`config.mk`:
```
export PLATFORM = sky130hd
export DESIGN_NAME = rfid_hex_frame_parser_unit
export DESIGN_NICKNAME = d
export VERILOG_FILES = /design/src/rtl/rhfp_pkg.sv /design/src/rtl/rfid_hex_frame_parser_unit.sv /design/src/rtl/rhfp_frame_store.sv /design/src/rtl/rhfp_hex_decode.sv
export SDC_FILE = /design/constraint.sdc
export NUM_CORES = 1
export LEC_CHECK = 0
export BUFFER_PORTS_ARGS = -buffer_cell sky130_fd_sc_hd__buf_2
export CORE_ASPECT_RATIO = 0.5
export CORE_MARGIN = 4
export CORE_UTILIZATION = 56
export CTS_CLUSTER_SIZE = 16
export DETAILED_ROUTE_END_ITERATION = 8
export HOLD_SLACK_MARGIN = 0.15
export PLACE_DENSITY = 0.91
export SYNTH_ARGS = -nofsm -noshare
export SYNTH_HDL_FRONTEND = slang
export SYNTH_SLANG_ARGS = --single-unit
```
`constraint.sdc`:
```
create_clock -name clk -period 5.3 [get_ports clk]
set_input_delay 1.06 -clock clk [delete_from_list [all_inputs] [get_ports clk]]
set_output_delay 1.06 -clock clk [all_outputs]
set_load 0.05 [all_outputs]
```
`src/rtl/rhfp_pkg.sv`:
```
// Shared constants, types and helpers for the RFID hex frame parser.
`default_nettype none

package rhfp_pkg;

    localparam int unsigned CHAR_W              = 8;
    localparam int unsigned STORE_DEPTH         = 11;
    localparam int unsigned DIGIT_COUNT         = STORE_DEPTH - 1;
    localparam int unsigned INDEX_W             = 5;
    localparam int unsigned INDEX_LIMIT_DEFAULT = 29;
    localparam int unsigned TAG_W               = 4 * DIGIT_COUNT;
    localparam int unsigned ALIAS_W             = 12;
    localparam int unsigned OUT_PAYLOAD_W       = TAG_W + ALIAS_W;
    localparam int unsigned OUT_TDATA_W         = ((OUT_PAYLOAD_W + 7) / 8) * 8;
    localparam int unsigned APB_ADDR_W          = 3;
    localparam int unsigned APB_DATA_W          = 32;

    localparam logic [CHAR_W-1:0] BYTE_START = 8'h02;
    localparam logic [CHAR_W-1:0] BYTE_END   = 8'h03;

    localparam logic REG_NODE_ALIAS = 1'b0;

    typedef logic [CHAR_W-1:0] char_t;
    typedef char_t [STORE_DEPTH-1:0] store_t;

    typedef struct packed {
        logic       valid;
        logic [3:0] value;
    } hex_t;

    typedef struct packed {
        logic             ok;
        logic [TAG_W-1:0] tag;
    } decode_t;

    typedef struct packed {
        logic  step;
        char_t rx_byte;
    } step_t;

    function automatic hex_t hex_value(input char_t c);
        hex_t h;
        h.valid = 1'b1;
        h.value = 4'd0;
        if (c >= "0" && c <= "9")
        begin
            h.value = 4'(c - "0");
        end
        else if (c >= "A" && c <= "F")
        begin
            h.value = 4'(c - "A" + 8'd10);
        end
        else if (c >= "a" && c <= "f")
        begin
            h.value = 4'(c - "a" + 8'd10);
        end
        else
        begin
            h.valid = 1'b0;
        end
        return h;
    endfunction

endpackage

`default_nettype wire

```
`src/rtl/rfid_hex_frame_parser_unit.sv`:
```
// Top level of the RFID hex frame parser: stream ports, config port, pipeline.
//
//  channel   dir   handshake                 payload
//  s_axis    in    s_axis_tvalid/tready      tdata[7:0] rx_byte
//  m_axis    out   m_axis_tvalid/tready      tdata[39:0] tag_id, [51:40] source_alias
//  apb       in    psel/penable/pready       node_alias at address 0
//
//  One byte per cycle unless stalled; an end byte passes the input register, then its tag loads the output register.
//  The path runs through the input register and the result register.
//  Reset clears the buffer, write index, alias and both valid flags.
//  A held result stalls only an end byte that decodes to a tag; other bytes proceed.
`default_nettype none

module rfid_hex_frame_parser_unit #(
    parameter int unsigned INDEX_LIMIT = rhfp_pkg::INDEX_LIMIT_DEFAULT
) (
    input  wire                                  clk,
    input  wire                                  rst_n,
    input  wire                                  s_axis_tvalid,
    output logic                                 s_axis_tready,
    input  wire  [7:0]                           s_axis_tdata,  // [7:0] rx_byte
    output logic                                 m_axis_tvalid,
    input  wire                                  m_axis_tready,
    output logic [rhfp_pkg::OUT_TDATA_W-1:0]     m_axis_tdata,  // [39:0] tag_id, [51:40] source_alias
    input  wire                                  psel,
    input  wire                                  penable,
    input  wire                                  pwrite,
    input  wire  [rhfp_pkg::APB_ADDR_W-1:0]      paddr,
    input  wire  [rhfp_pkg::APB_DATA_W-1:0]      pwdata,
    output logic [rhfp_pkg::APB_DATA_W-1:0]      prdata,
    output logic                                 pready
);

    logic                                in_valid_reg;
    rhfp_pkg::char_t                     in_byte_reg;
    logic                                out_valid_reg;
    logic [rhfp_pkg::OUT_TDATA_W-1:0]    out_data_reg;
    logic [rhfp_pkg::ALIAS_W-1:0]        alias_reg;

    rhfp_pkg::step_t                     step_in;
    rhfp_pkg::store_t                    store;
    rhfp_pkg::decode_t                   decoded;
    logic [rhfp_pkg::INDEX_W-1:0]        write_index;
    logic                                emit;
    logic                                stall;
    logic                                step;
    logic                                cfg_write;

    assign emit  = in_valid_reg && (in_byte_reg == rhfp_pkg::BYTE_END) && decoded.ok;
    assign stall = emit && out_valid_reg && !m_axis_tready;
    assign step  = in_valid_reg && !stall;

    assign s_axis_tready = !in_valid_reg || !stall;

    assign step_in.step    = step;
    assign step_in.rx_byte = in_byte_reg;

    rhfp_frame_store #(
        .INDEX_LIMIT (INDEX_LIMIT)
    ) u_store (
        .clk         (clk),
        .rst_n       (rst_n),
        .step_in     (step_in),
        .store       (store),
        .write_index (write_index)
    );

    rhfp_hex_decode u_decode (
        .store  (store),
        .result (decoded)
    );

    always_ff @(posedge clk or negedge rst_n)
    begin
        if (!rst_n)
        begin
            in_valid_reg <= 1'b0;
        end
        else if (s_axis_tready)
        begin
            in_valid_reg <= s_axis_tvalid;
        end
    end

    always_ff @(posedge clk)
    begin
        if (s_axis_tready && s_axis_tvalid)
        begin
            in_byte_reg <= s_axis_tdata;
        end
    end

    always_ff @(posedge clk or negedge rst_n)
    begin
        if (!rst_n)
        begin
            out_valid_reg <= 1'b0;
        end
        else if (step && emit)
        begin
            out_valid_reg <= 1'b1;
        end
        else if (m_axis_tready)
        begin
            out_valid_reg <= 1'b0;
        end
    end

    always_ff @(posedge clk)
    begin
        if (step && emit)
        begin
            out_data_reg <= rhfp_pkg::OUT_TDATA_W'({alias_reg, decoded.tag});
        end
    end

    assign m_axis_tvalid = out_valid_reg;
    assign m_axis_tdata  = out_data_reg;

    assign cfg_write = psel && penable && pwrite && pready;

    always_ff @(posedge clk or negedge rst_n)
    begin
        if (!rst_n)
        begin
            alias_reg <= '0;
        end
        else if (cfg_write && paddr[2] == rhfp_pkg::REG_NODE_ALIAS)
        begin
            alias_reg <= pwdata[rhfp_pkg::ALIAS_W-1:0];
        end
    end

    assign pready = 1'b1;
    assign prdata = (paddr[2] == rhfp_pkg::REG_NODE_ALIAS)
                    ? rhfp_pkg::APB_DATA_W'(alias_reg) : '0;

    a_index_in_range : assert property (@(posedge clk) disable iff (!rst_n)
        write_index <= rhfp_pkg::INDEX_W'(INDEX_LIMIT))
        else $error("write index beyond limit");

    a_emit_loads_output : assert property (@(posedge clk) disable iff (!rst_n)
        step && emit |=> m_axis_tvalid)
        else $error("decoded tag not presented");

    a_stall_cause : assert property (@(posedge clk) disable iff (!rst_n)
        !s_axis_tready |-> in_valid_reg && m_axis_tvalid && !m_axis_tready)
        else $error("input stalled without a held result");

    a_stall_holds_byte : assert property (@(posedge clk) disable iff (!rst_n)
        stall |=> in_valid_reg && $stable(in_byte_reg))
        else $error("stalled byte lost");

endmodule

`default_nettype wire

```
`src/rtl/rhfp_frame_store.sv`:
```
// Character buffer and write index of the frame parser.
`default_nettype none

module rhfp_frame_store #(
    parameter int unsigned INDEX_LIMIT = rhfp_pkg::INDEX_LIMIT_DEFAULT
) (
    input  wire                              clk,
    input  wire                              rst_n,
    input  rhfp_pkg::step_t                  step_in,
    output rhfp_pkg::store_t                 store,
    output logic [rhfp_pkg::INDEX_W-1:0]     write_index
);

    localparam logic [rhfp_pkg::INDEX_W-1:0] LIMIT = rhfp_pkg::INDEX_W'(INDEX_LIMIT);

    rhfp_pkg::store_t                store_reg;
    logic [rhfp_pkg::INDEX_W-1:0]    index_reg;
    logic [rhfp_pkg::INDEX_W-1:0]    index_next;
    logic [rhfp_pkg::INDEX_W-1:0]    index_eff;
    logic                            is_start;
    logic                            is_end;

    assign is_start  = (step_in.rx_byte == rhfp_pkg::BYTE_START);
    assign is_end    = (step_in.rx_byte == rhfp_pkg::BYTE_END);
    assign index_eff = (index_reg >= LIMIT) ? '0 : index_reg;

    always_comb
    begin
        index_next = index_reg;
        if (step_in.step)
        begin
            if (is_start)
            begin
                index_next = rhfp_pkg::INDEX_W'(1);
            end
            else if (is_end)
            begin
                index_next = '0;
            end
            else
            begin
                index_next = index_eff + rhfp_pkg::INDEX_W'(1);
            end
        end
    end

    always_ff @(posedge clk or negedge rst_n)
    begin
        if (!rst_n)
        begin
            index_reg <= '0;
            store_reg <= '0;
        end
        else
        begin
            index_reg <= index_next;
            for (int k = 0; k < rhfp_pkg::STORE_DEPTH; k++)
            begin
                if (step_in.step)
                begin
                    if (is_start)
                    begin
                        if (k == 0)
                        begin
                            store_reg[k] <= rhfp_pkg::BYTE_START;
                        end
                    end
                    else if (!is_end && index_eff == rhfp_pkg::INDEX_W'(k))
                    begin
                        store_reg[k] <= step_in.rx_byte;
                    end
                end
            end
        end
    end

    assign store       = store_reg;
    assign write_index = index_reg;

endmodule

`default_nettype wire

```
`src/rtl/rhfp_hex_decode.sv`:
```
// Start check and ten-digit hex decode of the buffered frame.
`default_nettype none

module rhfp_hex_decode (
    input  rhfp_pkg::store_t   store,
    output rhfp_pkg::decode_t  result
);

    rhfp_pkg::hex_t [rhfp_pkg::DIGIT_COUNT-1:0] digits;
    logic [rhfp_pkg::DIGIT_COUNT-1:0]           digit_ok;

    always_comb
    begin
        result.tag = '0;
        for (int k = 1; k < rhfp_pkg::STORE_DEPTH; k++)
        begin
            digits[k-1]   = rhfp_pkg::hex_value(store[k]);
            digit_ok[k-1] = digits[k-1].valid;
            result.tag[(rhfp_pkg::STORE_DEPTH-1-k)*4 +: 4] = digits[k-1].value;
        end
        result.ok = (store[0] == rhfp_pkg::BYTE_START) && (&digit_ok);
    end

endmodule

`default_nettype wire

```
# --- Word level (Yosys, flattened, before mapping) ---
# Cells that the tools add are included.
word_totals:
  ff_bits: 167
  inputBits: 50
  word_cells: 284
classes:
  n_addsub: 51
  n_lt_le_gt_ge: 61
  eq_ne: 13
  mux: 68
  n_bitwise: 2
  reduce_logical: 72
op_table:
  columns: ["cell", "count"]
  rows:
  - ["greater-or-equal comparator 8 x 7 -> 1 bit, second input constant", 20]
  - ["<= comparator 8 x 7 -> 1 bit, second input constant", 20]
  - ["2-to-1 mux 4 bit", 30]
  - ["subtractor 4 x 1 -> 4 bit, second input constant", 30]
  - ["adder 4 bit, second input constant", 20]
  - ["greater-or-equal comparator 8 x 6 -> 1 bit, second input constant", 10]
  - ["<= comparator 8 x 6 -> 1 bit, second input constant", 10]
  - ["logical AND 1 bit", 52]
  - ["2-to-1 mux 1 bit", 32]
  - ["AND reduction 3 bit", 10]
  - ["== test 8 x 2 -> 1 bit, second input constant", 3]
  - ["== test 5 x 3 -> 1 bit, second input constant", 4]
  - ["2-to-1 mux 8 bit", 2]
  - ["== test 5 x 4 -> 1 bit, second input constant", 3]
  - ["2-to-1 mux 5 bit", 3]
  - ["2-to-1 mux 12 bit", 1]
  - ["== test 5 x 2 -> 1 bit, second input constant", 2]
  - ["AND reduction 10 bit", 1]
  - ["adder 5 x 1 -> 5 bit, second input constant", 1]
  - ["== test 5 x 1 -> 1 bit, second input constant", 1]
  - ["greater-or-equal comparator 5 bit, second input constant", 1]
  - ["logical NOT 5 bit", 1]
  - ["logical NOT 1 bit", 4]
  - ["nonzero test 2 bit", 2]
  - ["other kinds (3)", 4]

# --- Longest topological paths before layout ---
depth:
  ltp_word: 14
  depth_mapped: 10
  mapped_depth_nobuf: 9

# --- Cells and area by module ---
# From an unflattened synthesis, not the netlist that was laid out.
unflattened:
  cells_unflattened: 635
  hier_area_um2: 8320.5
modules_own_cells:
  columns: ["module", "n_inst", "cells_per_inst", "area_per_inst_um2", "seq_area_each_um2"]
  rows:
  - ["rhfp_frame_store", 1, 269, 3936.3, 2327.2]
  - ["rfid_hex_frame_parser_unit", 1, 141, 2743.9, 2152.1]
  - ["rhfp_hex_decode", 1, 225, 1640.3, 0.0]

# --- Worst setup path before layout ---
# No wires, ideal clock.
synth_timing:
  kind: "reg-to-reg"
  start: "register u_store.store_reg, in the netlist u_store.store[64]"
  end: "register out_data_reg, in the netlist m_axis_tdata[0] (enable)"
  setup_time_ps: 462
  t_arrival_ps: 4088
  required_time_ps: 4838
  path_slack_ps: 751
  stages_incl_launch_ff: 9
  path_buffers: 0
  synth_period_minus_slack_ps: 4549
  path_cell_list: "dfrtp_1 -> inv_1 -> ha_1 -> o21bai_1 -> a2111oi_2 -> a21oi_2 -> nor4_4 -> nand4_1 -> nor2_1"
synth_via:
  elab_chain_cells: 13
  elab_cells_between_ends: 20
  classes_between: "6 x order compare; 3 x mux; 11 x reduce/logical"
synth_lines:
  columns: ["item", "line", "text"]
  rows:
  - ["start, declared", "rhfp_frame_store.sv:16", "rhfp_pkg::store_t store_reg;"]
  - ["start signal, assigned by index", "rhfp_frame_store.sv:65", "store_reg[k] <= rhfp_pkg::BYTE_START;"]
  - ["start signal, assigned by index", "rhfp_frame_store.sv:70", "store_reg[k] <= step_in.rx_byte;"]
  - ["greater-or-equal comparator 8 x 7 -> 1 bit or <= comparator 8 x 7 -> 1 bit (tied branches)", "rhfp_pkg.sv:53", "else if (c >= \"a\" && c <= \"f\")"]
  - ["logical AND 1 bit", "rhfp_pkg.sv:53", null]
  - ["2-to-1 mux 1 bit", "rhfp_pkg.sv:53", null]
  - ["2-to-1 mux 1 bit", "rhfp_pkg.sv:49", "else if (c >= \"A\" && c <= \"F\")"]
  - ["2-to-1 mux 1 bit (*)", "rhfp_pkg.sv:45", "if (c >= \"0\" && c <= \"9\")"]
  - ["AND reduction 10 bit (*)", "rhfp_hex_decode.sv:21", "result.ok = (store[0] == rhfp_pkg::BYTE_START) && (&digit_ok);"]
  - ["logical AND 1 bit (*)", "rhfp_hex_decode.sv:21", null]
  - ["logical AND 1 bit (*)", "rfid_hex_frame_parser_unit.sv:49", "assign emit = in_valid_reg && (in_byte_reg == rhfp_pkg::BYTE_END) && decoded.ok;"]
  - ["logical AND 1 bit (2 in series)", "rfid_hex_frame_parser_unit.sv:50", "assign stall = emit && out_valid_reg && !m_axis_tready;"]
  - ["logical NOT 1 bit", "rfid_hex_frame_parser_unit.sv:51", "assign step = in_valid_reg && !stall;"]
  - ["logical AND 1 bit", "rfid_hex_frame_parser_unit.sv:51", null]
  - ["logical AND 1 bit (*)", "rfid_hex_frame_parser_unit.sv:111", "if (step && emit)"]
  - ["end signal, assigned", "rfid_hex_frame_parser_unit.sv:113", "out_data_reg <= rhfp_pkg::OUT_TDATA_W'({alias_reg, decoded.tag});"]
  - ["end, declared", "rfid_hex_frame_parser_unit.sv:37", "logic [rhfp_pkg::OUT_TDATA_W-1:0] out_data_reg;"]
# Every way passes the cells marked *; elsewhere a longest branch is shown, timed or not.
# A chain may end at the register's enable or synchronous reset.

# --- Final worst setup path ---
layout_timing:
  start: "register u_store.store_reg, in the netlist u_store.store[32]"
  end: "output port s_axis_tready"
layout_via:
  elab_chain_cells: 12
  elab_cells_between_ends: 19
  classes_between: "6 x order compare; 3 x mux; 10 x reduce/logical"
layout_lines:
  columns: ["item", "line", "text"]
  rows:
  - ["greater-or-equal comparator 8 x 7 -> 1 bit or <= comparator 8 x 7 -> 1 bit (tied branches)", "rhfp_pkg.sv:53", null]
  - ["logical AND 1 bit", "rhfp_pkg.sv:53", null]
  - ["2-to-1 mux 1 bit", "rhfp_pkg.sv:53", null]
  - ["2-to-1 mux 1 bit", "rhfp_pkg.sv:49", null]
  - ["2-to-1 mux 1 bit (*)", "rhfp_pkg.sv:45", null]
  - ["AND reduction 10 bit (*)", "rhfp_hex_decode.sv:21", null]
  - ["logical AND 1 bit (*)", "rhfp_hex_decode.sv:21", null]
  - ["logical AND 1 bit (*)", "rfid_hex_frame_parser_unit.sv:49", null]
  - ["logical AND 1 bit (*) (2 in series)", "rfid_hex_frame_parser_unit.sv:50", null]
  - ["logical NOT 1 bit (*)", "rfid_hex_frame_parser_unit.sv:53", "assign s_axis_tready = !in_valid_reg || !stall;"]
  - ["logical OR 1 bit (*)", "rfid_hex_frame_parser_unit.sv:53", null]
  - ["end, declared", "rfid_hex_frame_parser_unit.sv:20", "output logic s_axis_tready,"]
# Marks and branches as above.

==> results.md <==
- Status: completed
- Setup Skew: 8.76 ps
- Crit end category: output port
- Cell count after synthesis: 673
- Placer congestion estimate: 0.908
- NumNets Final: 865
- Ys Warns: 0
- Routed WL: 17700 um
- Power after layout: 4.67 mW
- Die width: 179 um
- Reg clk slew, reported paths: 60 ps
- Part of the cycle the worst path needs: 76.3%
- Slowest cell on the critical path: a2111oi_0
- CTS Hold Bufs: 0
- Core area: 0.0139 sq mm
- Initial Util: 58.9%
- Worst VDD drop: 0.300 mV
- Row Count: 30
- Distinct cells, synth: 63
- Unrepaired setup endpoints after global routing: false
- Final setup viols: 0
- Crit start category: register
- LEAKAGE: 3.97 nW
- N_diodes: 0
- PortBufs: 93
- Non-filler instance count after layout: 978
- Worst Setup Path Type: reg -> out
- Vias per std cell: 5.83
- Share of layout cells above drive strength 1: 30.2%
- Die Ht: 93.6 um
- Grt total ovfl: 0
- Flop pwr share: 46.3%
- Post-CTS Setup Bufs: 0
- Setup tns final: 0 ps
- Syn Std Cell Area: 0.00821 sq mm
- Family with the most delay on the worst path: compound AO/OA/AOI/OAI gates
- CTS tree: built
- Slowest stage delay, CP: 660 ps
- Detailed Route Iter0 Violations: 577
- Clock power share: 25.2%
- Power Density: 501 mW/mm^2
- CP Data Required Time: 4240 ps
- Max Root-Sink Buffers: 2
- Worst-path cell chain: inv_1 -> ha_1 -> o21bai_1 -> a2111oi_0 -> a21oi_1 -> nor4_2 -> nand4_4 -> buf_2
- Max-Cap Viols: 0
- Clk sinks: 167
- Post-route DRC violation count: 0
- Detailed-router iteration count before antenna repair: 5
- Pin count of the biggest net entering global routing: 73
- Final core occ: 67.0%
- WL/cell: 18.1 um
- Int Power: 3.02 mW
- Synthesized area per cell: 12.2 sq um
- Worst Max-Slew Pin Slew: 902 ps
- Switching Power: 1.65 mW
- R2R Path Start: u_store.store[64]
- Ys async rst share: 64.1%
- Worst Path Arrival: 2980 ps
- Dpl hpwl: 11700 um
- Worst Hold Class: reg -> reg
- CP max FO: 7
- Endpoints failing hold: 0
- CTS HTree Levels: 4
- Crit path time final: 4040 ps
- Yosys reg bits: 167
- CTS Root Cell: clkbuf_16
- Origin of the worst setup path: u_store.store[32]
- Die area: 0.0168 sq mm
- Placed cells: 946
- Slew margin rel.: 39.9%
- Resized cells post-CTS: 0
- CTS Buf Count: 17
- Global Route Usage Sum: 21.6%
- Filler cells: 925
- Comb pwr share: 28.6%
- Min Hold Slack: 460 ps
- F_max: 247 MHz
- Antenna Nets Post-Route: 0
- Wire length of the first global-routing pass: 28200 um
- Min-delay src: alias_reg[9]
- Post-synth EDFFs: 60
- Top_reg_cell synth: dfrtp_1
- Max Slew Vio Count: 0
- Num ports: 141
- Post-synthesis sequential area ratio: 54.6%
- Buf+Inv Stages, Crit Path: 2
- Initial antenna violation count: 0
- Area grow syn2layout: 13.7%
- Skew-Pair Late Insertion Delay: 420 ps
- Sw frac: 35.4%
- Max reg flops: 88
- Vias in the first global route: 5626
- Via count: 5700
==> power groups by stage <==
| stage | registers (mW) | clock network, mW | logic, mW |
|---|---|---|---|
| 3_5_place_dp | 2.16 | 0 | 1.29 |
| 3_3_place_gp | 2.11 | 0 | 1.21 |
| 6_report | 2.16 | 1.18 | 1.34 |
| 5_1_grt | 2.21 | 1.26 | 1.47 |
| 4_1_cts | 2.14 | 1.19 | 1.33 |
| 2_1_floorplan | 2.02 | 0 | 1.08 |
==> through the flow <==
| stage | worst slack, ps | cell area (sq um) |
|---|---|---|
| 3_3_place_gp | 1850 | 8790 |
| 3_5_place_dp | 1780 | 8790 |
| 5_1_grt | 1130 | 9340 |
| 4_1_cts | 1300 | 9340 |
| 2_1_floorplan | 751 | 8300 |
| 6_report | 1260 | 9340 |
==> worst register-to-register path: cells and delay by family (launching register included) <==
kind | cells | cell delay [ps]
compound gates | 3 | 860
fa+ha+maj | 1 | 210
buf+inv | 2 | 520
flops | 1 | 430
simple gates | 3 | 1070
==> cell families (layout without fill, tap and decap cells) <==
| kind of cell | count (synthesis) | count (layout) | synth area share [%] |
|---|---|---|---|
| compound gates | 127 | 127 | 10.9 |
| other cells | 2 | 25 | 0.0915 |
| mux | 88 | 88 | 12.2 |
| buf+inv | 64 | 154 | 4.21 |
| xor+xnor | 1 | 1 | 0.107 |
| fa+ha+maj | 42 | 42 | 6.40 |
| flops | 167 | 167 | 54.6 |
| simple gates | 182 | 182 | 11.5 |
==> layer usage <==
layer  track usage [%]  wire (um)
met2              36.7       8710
met4              7.85        363
met5                 0          0
met1              27.2       7080
met3              5.37       1580
==> layout by cell type, fill, tap and decap left out, drive strengths merged, types with 16 or more instances in the layout <==
| master | n |
|---|---|
| clkbuf | 20 |
| o21ai | 54 |
| nand2 | 72 |
| mux2 | 87 |
| dfrtp | 107 |
| conb | 25 |
| inv | 26 |
| nor2b | 19 |
| ha | 42 |
| a21oi | 16 |
| buf | 96 |
| nor2 | 39 |
| edfxtp | 60 |
==> cells in the mapped netlist, types with 2 or more instances <==
| cell | n | share of area [%] |
|---|---|---|
| mux2_4 | 3 | 0.55 |
| dfrtp_1 | 107 | 33 |
| nor4b_1 | 4 | 0.43 |
| a21oi_1 | 14 | 0.85 |
| clkbuf_1 | 4 | 0.18 |
| o211ai_1 | 3 | 0.27 |
| a2111oi_2 | 6 | 1.1 |
| a21oi_2 | 2 | 0.21 |
| o21bai_1 | 11 | 1.0 |
| nand2_1 | 72 | 3.3 |
| buf_1 | 7 | 0.32 |
| nor2_1 | 38 | 1.7 |
| or4b_1 | 3 | 0.37 |
| and3_2 | 3 | 0.27 |
| or2b_2 | 2 | 0.21 |
| a22o_1 | 6 | 0.64 |
| a2111oi_0 | 2 | 0.21 |
| nand4_1 | 2 | 0.15 |
| inv_1 | 26 | 1.2 |
| o2111ai_1 | 4 | 0.43 |
| nor4_1 | 3 | 0.23 |
| nand4b_1 | 2 | 0.21 |
| o22a_1 | 3 | 0.32 |
| nor3_1 | 2 | 0.12 |
| and2_1 | 8 | 0.61 |
| ha_1 | 42 | 6.4 |
| nor2b_1 | 19 | 1.4 |
| o21ai_0 | 54 | 3.3 |
| mux2_2 | 84 | 12 |
| buf_4 | 25 | 2.3 |
| nand3_1 | 9 | 0.55 |
| or4b_2 | 2 | 0.24 |
| a31oi_1 | 8 | 0.61 |
| a2111o_1 | 3 | 0.41 |
| nand2b_1 | 2 | 0.15 |
| edfxtp_1 | 60 | 22 |
| conb_1 | 2 | 0.091 |
==> cell type report <==
cell class	count	area, sq um	area share (%)
well taps	192	240	2.57
clock inverters	12	113	1.21
multi-input cells	465	3480	37.3
inverters	26	97.6	1.05
repair buffers	96	490	5.25
flip-flops and latches	167	4480	48.0
clock buffers	20	437	4.68
==> final timing paths <==
check	slack, ps	endpoint	cells after the start
max in group asynchronous	3510	u_store.store[14]	2
max reg2reg	1880	m_axis_tdata[46]	9
min	460	m_axis_tdata[49]	0
min reg2reg	460	m_axis_tdata[49]	0
min in group asynchronous	760	u_store.store[34]	1
max	1260	s_axis_tready	8
No activity file was read; power rests on OpenSTA's default activity.
